File: src/rtl/bra_pkg.sv
package bra_pkg;

	// Sizes of the allocator.
	localparam int NUM_CUST = 5;
	localparam int NUM_RES  = 3;
	localparam int UNIT_W   = 8;
	localparam int CUST_AW  = $clog2(NUM_CUST);
	localparam int CNT_W    = $clog2(NUM_CUST + 1);

	// Configuration register indexes and port widths.
	localparam int PADDR_W = 4;
	localparam int PDATA_W = 32;
	localparam logic [1:0] REG_POOL_0 = 2'd0;
	localparam logic [1:0] REG_POOL_1 = 2'd1;
	localparam logic [1:0] REG_POOL_2 = 2'd2;

	typedef logic [UNIT_W-1:0] unit_t;
	typedef unit_t [NUM_RES-1:0] row_t;

	// Operation codes.
	typedef enum logic [1:0] {
		FUNC_REQUEST = 2'd0,
		FUNC_RELEASE = 2'd1,
		FUNC_CLAIM   = 2'd2,
		FUNC_NONE    = 2'd3
	} func_t;

	// Result status codes.
	typedef enum logic [2:0] {
		ST_DONE        = 3'd0,
		ST_EXCEED_NEED = 3'd1,
		ST_NOT_AVAIL   = 3'd2,
		ST_UNSAFE      = 3'd3,
		ST_OVER_REL    = 3'd4,
		ST_BAD_CLAIM   = 3'd5
	} status_t;

	// Controller states.
	typedef enum logic [1:0] {
		S_IDLE,
		S_READ,
		S_SCAN,
		S_OUT
	} state_t;

	// One operation.
	typedef struct packed {
		logic [1:0] func;
		logic [2:0] customer;
		logic [7:0] amount_0;
		logic [7:0] amount_1;
		logic [7:0] amount_2;
	} op_t;

	// One result.
	typedef struct packed {
		logic [2:0] status;
		logic [7:0] avail_0;
		logic [7:0] avail_1;
		logic [7:0] avail_2;
	} res_t;

endpackage

File: src/rtl/bankers_resource_allocator.sv
// Deadlock-avoiding resource allocator (Banker's algorithm).
// The req channel carries one operation per transfer: a request, a release or a
// maximum claim for one customer. The rsp channel returns one result per
// operation: a status code and the available units of each resource type.
// Both channels use valid/stall; a transfer happens when valid is high and
// stall is low. The pool totals are written through the APB port; the user must
// write them only while idle, as the block itself does not enforce this.
// Release, claim and rejected operations go through S_READ and S_OUT.
// A request that passes its checks runs the safety scan: the customer rows are
// read from the held and need memories one per cycle, round robin, until all
// customers can finish or a full round makes no progress. That scan evaluates
// between 5 and 22 rows, one from each read of the single memory read port.
// One operation is handled at a time; the next one is taken once the result is
// in the output register, even while the receiver still stalls it.
// Reset clears the pool totals, the units in use and the row valid bits, so
// every customer starts with nothing held and nothing claimed.
// A stalled result holds until it is taken.
module bankers_resource_allocator (
	input  logic                   clk,
	input  logic                   arst_n,
	input  logic                   req_valid,
	output logic                   req_stall,
	input  bra_pkg::op_t           req,
	output logic                   rsp_valid,
	input  logic                   rsp_stall,
	output bra_pkg::res_t          rsp,
	input  logic                   psel,
	input  logic                   penable,
	input  logic                   pwrite,
	input  logic [bra_pkg::PADDR_W-1:0] paddr,
	input  logic [bra_pkg::PDATA_W-1:0] pwdata,
	output logic [bra_pkg::PDATA_W-1:0] prdata,
	output logic                   pready
);
	import bra_pkg::*;

	// Storage.
	row_t                held_mem [NUM_CUST];
	row_t                need_mem [NUM_CUST];
	logic [NUM_CUST-1:0] row_vld_q;
	row_t                rd_held_q;
	row_t                rd_need_q;
	logic                rd_vld_q;
	logic [CUST_AW-1:0]  rd_addr;

	unit_t               pool_q [NUM_RES];
	row_t                use_q;

	// Control and working registers.
	state_t              state_q, state_d;
	op_t                 op_q;
	status_t             status_q, status_d;
	row_t                tent_held_q, tent_need_q, tent_use_q;
	row_t                work_q;
	logic [NUM_CUST-1:0] done_q;
	logic [CNT_W-1:0]    since_q;
	logic [CUST_AW-1:0]  scan_c_q;
	logic                eval_vld_s1;
	logic [CUST_AW-1:0]  eval_c_s1;
	logic                rsp_valid_q;
	res_t                rsp_q;

	// Combinational control.
	row_t                amt, avail, h_cur, n_cur, e_h, e_n;
	row_t                wr_held, wr_need, use_d, work_d;
	logic                mem_we, use_we, scan_start, eval_step, load_rsp;
	logic                cust_ok, exceed_need, not_avail, over_rel, bad_claim, fits, take;
	logic [CUST_AW-1:0]  cust_idx;
	logic [NUM_CUST-1:0] done_d;
	logic [CNT_W-1:0]    since_d;
	logic                cfg_we;

	assign amt[0] = op_q.amount_0;
	assign amt[1] = op_q.amount_1;
	assign amt[2] = op_q.amount_2;
	assign cust_ok  = ({1'b0, op_q.customer} < (CUST_AW + 1)'(NUM_CUST));
	assign cust_idx = CUST_AW'(op_q.customer);

	// Available units saturate at zero when the pool was lowered below use.
	always_comb begin
		for (int r = 0; r < NUM_RES; r++) begin
			avail[r] = (pool_q[r] > use_q[r]) ? unit_t'(pool_q[r] - use_q[r]) : '0;
		end
	end

	// A row that was never written reads as zero.
	assign h_cur = rd_vld_q ? rd_held_q : '0;
	assign n_cur = rd_vld_q ? rd_need_q : '0;

	// Checks of the operation against the customer row.
	always_comb begin
		exceed_need = 1'b0;
		not_avail   = 1'b0;
		over_rel    = 1'b0;
		bad_claim   = 1'b0;
		for (int r = 0; r < NUM_RES; r++) begin
			if (amt[r] > n_cur[r]) exceed_need = 1'b1;
			if (amt[r] > avail[r]) not_avail = 1'b1;
			if (amt[r] > h_cur[r]) over_rel = 1'b1;
			if (h_cur[r] != '0 || amt[r] > pool_q[r]) bad_claim = 1'b1;
		end
	end

	// Safety scan step: the requesting customer is seen with its tentative row.
	always_comb begin
		e_h  = (eval_c_s1 == cust_idx) ? tent_held_q : h_cur;
		e_n  = (eval_c_s1 == cust_idx) ? tent_need_q : n_cur;
		fits = 1'b1;
		for (int r = 0; r < NUM_RES; r++) begin
			if (e_n[r] > work_q[r]) fits = 1'b0;
		end
		take   = !done_q[eval_c_s1] && fits;
		done_d = done_q;
		work_d = work_q;
		if (take) begin
			done_d[eval_c_s1] = 1'b1;
			for (int r = 0; r < NUM_RES; r++) begin
				work_d[r] = unit_t'(work_q[r] + e_h[r]);
			end
		end
		since_d = take ? '0 : CNT_W'(since_q + 1'b1);
	end

	// Next state, status and write-back control.
	always_comb begin
		state_d    = state_q;
		status_d   = status_q;
		mem_we     = 1'b0;
		use_we     = 1'b0;
		scan_start = 1'b0;
		eval_step  = 1'b0;
		load_rsp   = 1'b0;
		wr_held    = h_cur;
		wr_need    = n_cur;
		use_d      = use_q;
		rd_addr    = '0;
		case (state_q)
			S_IDLE: begin
				rd_addr = ({1'b0, req.customer} < (CUST_AW + 1)'(NUM_CUST)) ?
					CUST_AW'(req.customer) : '0;
				if (req_valid) state_d = S_READ;
			end
			S_READ: begin
				state_d  = S_OUT;
				status_d = ST_DONE;
				if (!cust_ok) begin
					if (op_q.func == FUNC_REQUEST) status_d = ST_EXCEED_NEED;
					else if (op_q.func == FUNC_RELEASE) status_d = ST_OVER_REL;
					else if (op_q.func == FUNC_CLAIM) status_d = ST_BAD_CLAIM;
				end else begin
					case (op_q.func)
						FUNC_REQUEST: begin
							if (exceed_need) status_d = ST_EXCEED_NEED;
							else if (not_avail) status_d = ST_NOT_AVAIL;
							else begin
								scan_start = 1'b1;
								state_d    = S_SCAN;
							end
						end
						FUNC_RELEASE: begin
							if (over_rel) status_d = ST_OVER_REL;
							else begin
								mem_we = 1'b1;
								use_we = 1'b1;
								for (int r = 0; r < NUM_RES; r++) begin
									wr_held[r] = unit_t'(h_cur[r] - amt[r]);
									wr_need[r] = unit_t'(n_cur[r] + amt[r]);
									use_d[r]   = unit_t'(use_q[r] - amt[r]);
								end
							end
						end
						FUNC_CLAIM: begin
							if (bad_claim) status_d = ST_BAD_CLAIM;
							else begin
								mem_we  = 1'b1;
								wr_need = amt;
							end
						end
						default: status_d = ST_DONE;
					endcase
				end
			end
			S_SCAN: begin
				rd_addr = scan_c_q;
				if (eval_vld_s1) begin
					eval_step = 1'b1;
					if (&done_d) begin
						// Every customer can finish: commit the allocation.
						state_d  = S_OUT;
						status_d = ST_DONE;
						mem_we   = 1'b1;
						use_we   = 1'b1;
						wr_held  = tent_held_q;
						wr_need  = tent_need_q;
						use_d    = tent_use_q;
					end else if (since_d == CNT_W'(NUM_CUST)) begin
						// A full round without progress: the state would be unsafe.
						state_d  = S_OUT;
						status_d = ST_UNSAFE;
					end
				end
			end
			S_OUT: begin
				if (!rsp_valid_q || !rsp_stall) begin
					load_rsp = 1'b1;
					state_d  = S_IDLE;
				end
			end
			default: state_d = S_IDLE;
		endcase
	end

	always_ff @(posedge clk or negedge arst_n) begin
		if (!arst_n) begin
			state_q <= S_IDLE;
		end else begin
			state_q <= state_d;
		end
	end

	// Row memories: one read and one write port each, read data registered.
	always_ff @(posedge clk) begin
		if (mem_we) begin
			held_mem[cust_idx] <= wr_held;
			need_mem[cust_idx] <= wr_need;
		end
		rd_held_q <= held_mem[rd_addr];
		rd_need_q <= need_mem[rd_addr];
	end

	// Row valid bits and the registered valid of the row being read.
	always_ff @(posedge clk or negedge arst_n) begin
		if (!arst_n) begin
			row_vld_q <= '0;
			rd_vld_q  <= 1'b0;
		end else begin
			if (mem_we) row_vld_q[cust_idx] <= 1'b1;
			rd_vld_q <= row_vld_q[rd_addr];
		end
	end

	// Units in use and the scan control.
	always_ff @(posedge clk or negedge arst_n) begin
		if (!arst_n) begin
			use_q       <= '0;
			eval_vld_s1 <= 1'b0;
			scan_c_q    <= '0;
			since_q     <= '0;
			done_q      <= '0;
			status_q    <= ST_DONE;
		end else begin
			if (use_we) use_q <= use_d;
			status_q    <= status_d;
			eval_vld_s1 <= (state_q == S_SCAN) && (state_d == S_SCAN);
			if (scan_start) begin
				scan_c_q <= '0;
				since_q  <= '0;
				done_q   <= '0;
			end else if (state_q == S_SCAN) begin
				scan_c_q <= (scan_c_q == CUST_AW'(NUM_CUST - 1)) ? '0 :
					CUST_AW'(scan_c_q + 1'b1);
				if (eval_step) begin
					since_q <= since_d;
					done_q  <= done_d;
				end
			end
		end
	end

	// Operation capture, tentative allocation and scan work vector.
	always_ff @(posedge clk) begin
		if (state_q == S_IDLE && req_valid) op_q <= req;
		if (state_q == S_SCAN) eval_c_s1 <= scan_c_q;
		if (scan_start) begin
			for (int r = 0; r < NUM_RES; r++) begin
				tent_held_q[r] <= unit_t'(h_cur[r] + amt[r]);
				tent_need_q[r] <= unit_t'(n_cur[r] - amt[r]);
				tent_use_q[r]  <= unit_t'(use_q[r] + amt[r]);
				work_q[r]      <= unit_t'(avail[r] - amt[r]);
			end
		end else if (eval_step) begin
			work_q <= work_d;
		end
	end

	// Output register.
	always_ff @(posedge clk or negedge arst_n) begin
		if (!arst_n) begin
			rsp_valid_q <= 1'b0;
		end else if (load_rsp) begin
			rsp_valid_q <= 1'b1;
		end else if (!rsp_stall) begin
			rsp_valid_q <= 1'b0;
		end
	end

	always_ff @(posedge clk) begin
		if (load_rsp) begin
			rsp_q.status  <= status_q;
			rsp_q.avail_0 <= avail[0];
			rsp_q.avail_1 <= avail[1];
			rsp_q.avail_2 <= avail[2];
		end
	end

	assign req_stall = (state_q != S_IDLE);
	assign rsp_valid = rsp_valid_q;
	assign rsp       = rsp_q;

	// Configuration registers.
	assign pready = 1'b1;
	assign cfg_we = psel && penable && pwrite;

	always_ff @(posedge clk or negedge arst_n) begin
		if (!arst_n) begin
			for (int r = 0; r < NUM_RES; r++) pool_q[r] <= '0;
		end else if (cfg_we) begin
			case (paddr[3:2])
				REG_POOL_0: pool_q[0] <= pwdata[UNIT_W-1:0];
				REG_POOL_1: pool_q[1] <= pwdata[UNIT_W-1:0];
				REG_POOL_2: pool_q[2] <= pwdata[UNIT_W-1:0];
				default: ;
			endcase
		end
	end

	always_comb begin
		case (paddr[3:2])
			REG_POOL_0: prdata = PDATA_W'(pool_q[0]);
			REG_POOL_1: prdata = PDATA_W'(pool_q[1]);
			REG_POOL_2: prdata = PDATA_W'(pool_q[2]);
			default:    prdata = '0;
		endcase
	end

endmodule

File: config.mk
export PLATFORM = sky130hd
export DESIGN_NAME = bankers_resource_allocator
export DESIGN_NICKNAME = d
export VERILOG_FILES = /design/src/rtl/bra_pkg.sv /design/src/rtl/bankers_resource_allocator.sv
export SDC_FILE = /design/constraint.sdc
export NUM_CORES = 1
export LEC_CHECK = 0
export ABC_AREA = 1
export BUFFER_PORTS_ARGS = -buffer_cell sky130_fd_sc_hd__buf_2
export CORE_UTILIZATION = 30
export CTS_CLUSTER_SIZE = 24
export DETAILED_ROUTE_END_ITERATION = 10
export PLACE_DENSITY = 0.44
export SLEW_MARGIN = 20
export SYNTH_ARGS = -nofsm -noshare
export SYNTH_HDL_FRONTEND = slang
export SYNTH_SLANG_ARGS = --single-unit
File: constraint.sdc
create_clock -name clk -period 8.3 [get_ports clk]
set_input_delay 1.245 -clock clk [delete_from_list [all_inputs] [get_ports clk]]
set_output_delay 1.245 -clock clk [all_outputs]
set_load 0.01 [all_outputs]
==> results by group <==
Outcome
  • Outcome: completed

Min path
  • Worst min-delay path class: flop to flop

Floorplanning
  • I/O pin total: 134
  • Die H: 322 µm
  • Total die area: 104000 µm²
  • Die Wd: 322 µm
  • Starting Density: 30.2%
  • Core Rows: 117
  • Placeable Area: 102000 µm²

Clock network
  • Skew-Pair Late Insertion Delay: 0.68 ns
  • Clock buffer count from CTS: a little over 60
  • H-tree depth: 2
  • Post-CTS setup buffer count: 0
  • Clock Path Buffers: 3
  • Hold_buf cts: 0
  • Worst-path clk slew: 0.07 ns
  • Post_cts resized: 0
  • CTS tree: yes
  • Clk sinks: 515
  • Root buf cell: clkbuf_16

Logic synthesis
  • Netlist area before placement: 30700 µm²
  • Ys async rst share: 14.0%
  • Synth top area share: 38.6%
  • Post-Synthesis Cells: 3370
  • Distinct cells, synth: between 50 and 60
  • Seq cells post-synth: 515
  • EDFF count, synth: between 300 and 400
  • Area leader, netlist: edfxtp_1
  • YS warnings: 0
  • Syn avg cell area: slightly above 9 µm²
  • Post-synthesis sequential area ratio: 47.6%
  • Main synth FF type: edfxtp_1
  • Area contributors post-synth: edfxtp_1 39%, ha_1 11%, nand2_1 7.7%, dfrtp_1 5.9%, inv_1 4.8%

Placement
  • Placed insts: between 4000 and 5000
  • GPL Wtd Cong: 0.892
  • I/O Buffers: 82
  • Dpl hpwl: 69400 µm
  • Post-place setup slack: 2.30 ns

Setup path
  • Buffers & Inverters on Critical Path: 8
  • Req. time, crit path: 8.62 ns
  • Crit path max fanout: 65
  • Setup crit start kind: flop
  • Top Family by Delay on Critical Path: buffers and inverters
  • Slowest cell on crit path: inv_4
  • Critical Path End Type: flop
  • Crit path arrival time: between 6 and 7 ns
  • Slowest stage delay, CP: 0.68 ns
  • Critical path class: flop to flop

STA
  • RSZ-0062 raised after global routing: false
  • Final hold vios: 0
  • Max frequency: 165 MHz
  • Final Cycle Share: about 73%
  • Setup TNS: 0 ns
  • Min cycle time layout: 6.04 ns
  • Worst-margin pin slew: 1.02 ns
  • Final Setup Violations: 0
  • Clock skew: 0.0399 ns
  • Final worst slack: about 2.3 ns
  • Final Max Tran Viols: 0
  • Final hold slack: 0.453 ns
  • Max_slew headroom: a little under a third

Final layout
  • Fillcell total: 10600
  • Final nets: 3801
  • Diodes inserted: 0
  • Post-route insts no fill: 4858
  • Syn-to-layout area delta: 13.1%
  • Layout cells sized above 1: 7.97%

Power
  • Pwr Total: 0.0125 W
  • Peak supply drop: around 240 µV
  • Pwr/cell area: 361 nW/µm²
  • Leakage power: 15.2 nW

Route
  • DRC errors left: 0
  • Via count: ~23000
  • Via density: ~4.8
  • Routed wire length: around 96000 µm
  • 1st-pass router iterations: 5
  • DRT iter0 DRCs: 1675
  • Antenna Violating Nets Remaining: 0
  • Routed wire length per instance: 19.7 µm

Global routing
  • GRT Total Usage: 18.4%
  • First-pass GRT wire length: 142000 µm
  • Largest net degree at the start of global routing: 79
  • GRT Residual Overflow: 0
  • Initial antenna violation count: 1
  • Vias in the first global route: approximately 22000

Run
  • MaxCap Viol Count: 0
path summary, 6_finish.rpt:
path / start / to / slack [ns] / cells after the start
worst max-delay path: pool_q[8] / tent_held_q[6] / 2.26 / 28
worst min-delay path: row_vld_q[3] / row_vld_q[3] / 0.45 / 2
worst max register to register: pool_q[8] / tent_held_q[6] / 2.26 / 28
worst min register to register: row_vld_q[3] / row_vld_q[3] / 0.45 / 2
max in group asynchronous: arst_n / rd_vld_q / 6.66 / 2
min in group asynchronous: arst_n / use_q[8] / 0.46 / 1
cells in the mapped netlist, types with 3 or more instances:
| cell | instances |
|---|---|
| nand2_1 | 633 |
| o21a_1 | 4 |
| inv_2 | 11 |
| o21bai_1 | 89 |
| nand2_2 | 6 |
| a31oi_1 | 53 |
| o22ai_1 | 20 |
| xnor2_1 | 23 |
| and2_1 | 3 |
| o211ai_1 | 25 |
| ha_1 | 264 |
| buf_4 | 28 |
| inv_1 | 392 |
| a21o_1 | 5 |
| nand3b_1 | 3 |
| a221oi_1 | 3 |
| or2_2 | 7 |
| dfxtp_1 | 48 |
| buf_2 | 21 |
| o32ai_1 | 3 |
| nand3_1 | 108 |
| o221ai_1 | 10 |
| buf_6 | 5 |
| o31ai_1 | 16 |
| nor3_1 | 28 |
| nor2_4 | 3 |
| nor2_2 | 3 |
| clkbuf_1 | 79 |
| xor2_1 | 90 |
| fa_1 | 27 |
| a21oi_1 | 209 |
| buf_1 | 7 |
| nor2_1 | 352 |
| o21ai_0 | 262 |
| nand4_1 | 32 |
| dfrtp_1 | 72 |
| o21bai_2 | 6 |
| edfxtp_1 | 395 |
cell type report:
cell class	instances	area [µm²]	share of cell area, %
Clock inverter	34	418	1.20
Multi-Input combinational cell	2335	14000	40.4
Tap cell	1368	1710	4.93
Inverter	403	1520	4.36
Timing Repair Buffer	122	713	2.05
Clock buffer	81	1710	4.91
Sequential cell	515	14600	42.1
layer usage:
layer,GRT usage (%),up-vias,share of wire [%]
li1,-,11500,-
met1,24.8,11000,46
met2,30.3,490,47
met3,2.62,122,4.6
met4,5.72,0,2.9
met5,0,-,0
report_power, final:
group / internal (W) / switching, W / total (W)
sequential: 0.00346 / 0.000305 / 0.00376
clock: 0.00167 / 0.00117 / 0.00284
combinational: 0.00192 / 0.00401 / 0.00593
logic make-up (layout without fill, tap and decap cells):
logic type,count (synthesis),in the layout,synth area share (%)
flops,515,515,47.6
xor+xnor,113,113,3.22
compound gates,715,715,13.5
fa+ha+maj,291,291,12.5
other cells,2,25,0.0245
simple gates,1191,1191,15.9
buf+inv,543,640,7.19
worst register-to-register path, delay by kind of cell (launching register included):
kind,cells,cell delay [ns]
buffers and inverters,8,1.83
AND/OR/NAND/NOR,12,1.36
AO/OA/AOI/OAI,4,1.05
adder cells (fa/ha/maj),4,1.06
flip-flops,1,0.38
registers in the layout, summed over array words and instances, names as in the netlist, 5 cells and up:
register	flops
amt	24
done_q	5
held_mem	120
need_mem	120
pool_q	24
rd_held_q	24
rd_need_q	24
row_vld_q	5
rsp	27
tent_held_q	24
tent_need_q	24
tent_use_q	24
use_q	24
work_q	24
layout by cell type, fill, tap and decap left out, types with 5 or more instances in the layout:
master / count
clkbuf_16: 64
buf_4: 41
or2_2: 7
nand2_1: 631
buf_2: 81
o211ai_1: 25
xor2_1: 90
o21ai_0: 261
inv_2: 17
dfxtp_1: 48
nand3_1: 107
xnor2_1: 23
o31ai_1: 16
o21bai_2: 6
edfxtp_1: 395
clkbuf_1: 13
nand2_2: 7
clkinv_1: 7
nand4_1: 32
bufinv_16: 7
o21bai_1: 89
a21o_1: 5
o221ai_1: 10
clkinv_2: 11
dfrtp_1: 71
fa_1: 27
conb_1: 25
a21oi_1: 207
nor3_1: 28
inv_1: 385
a31oi_1: 53
nor2_1: 351
o22ai_1: 19
ha_1: 263
clkinvlp_4: 5
per-stage QoR:
step | utilization [%] | instance area (µm²)
5_1_grt | 34.2 | 34700
4_1_cts | 34.2 | 34700
3_5_place_dp | 32.1 | 32600
3_3_place_gp | 32.1 | 32600
2_1_floorplan | - | 30800
6_report | 34.2 | 34700
Note: power is estimated with default switching activity, not from simulation.
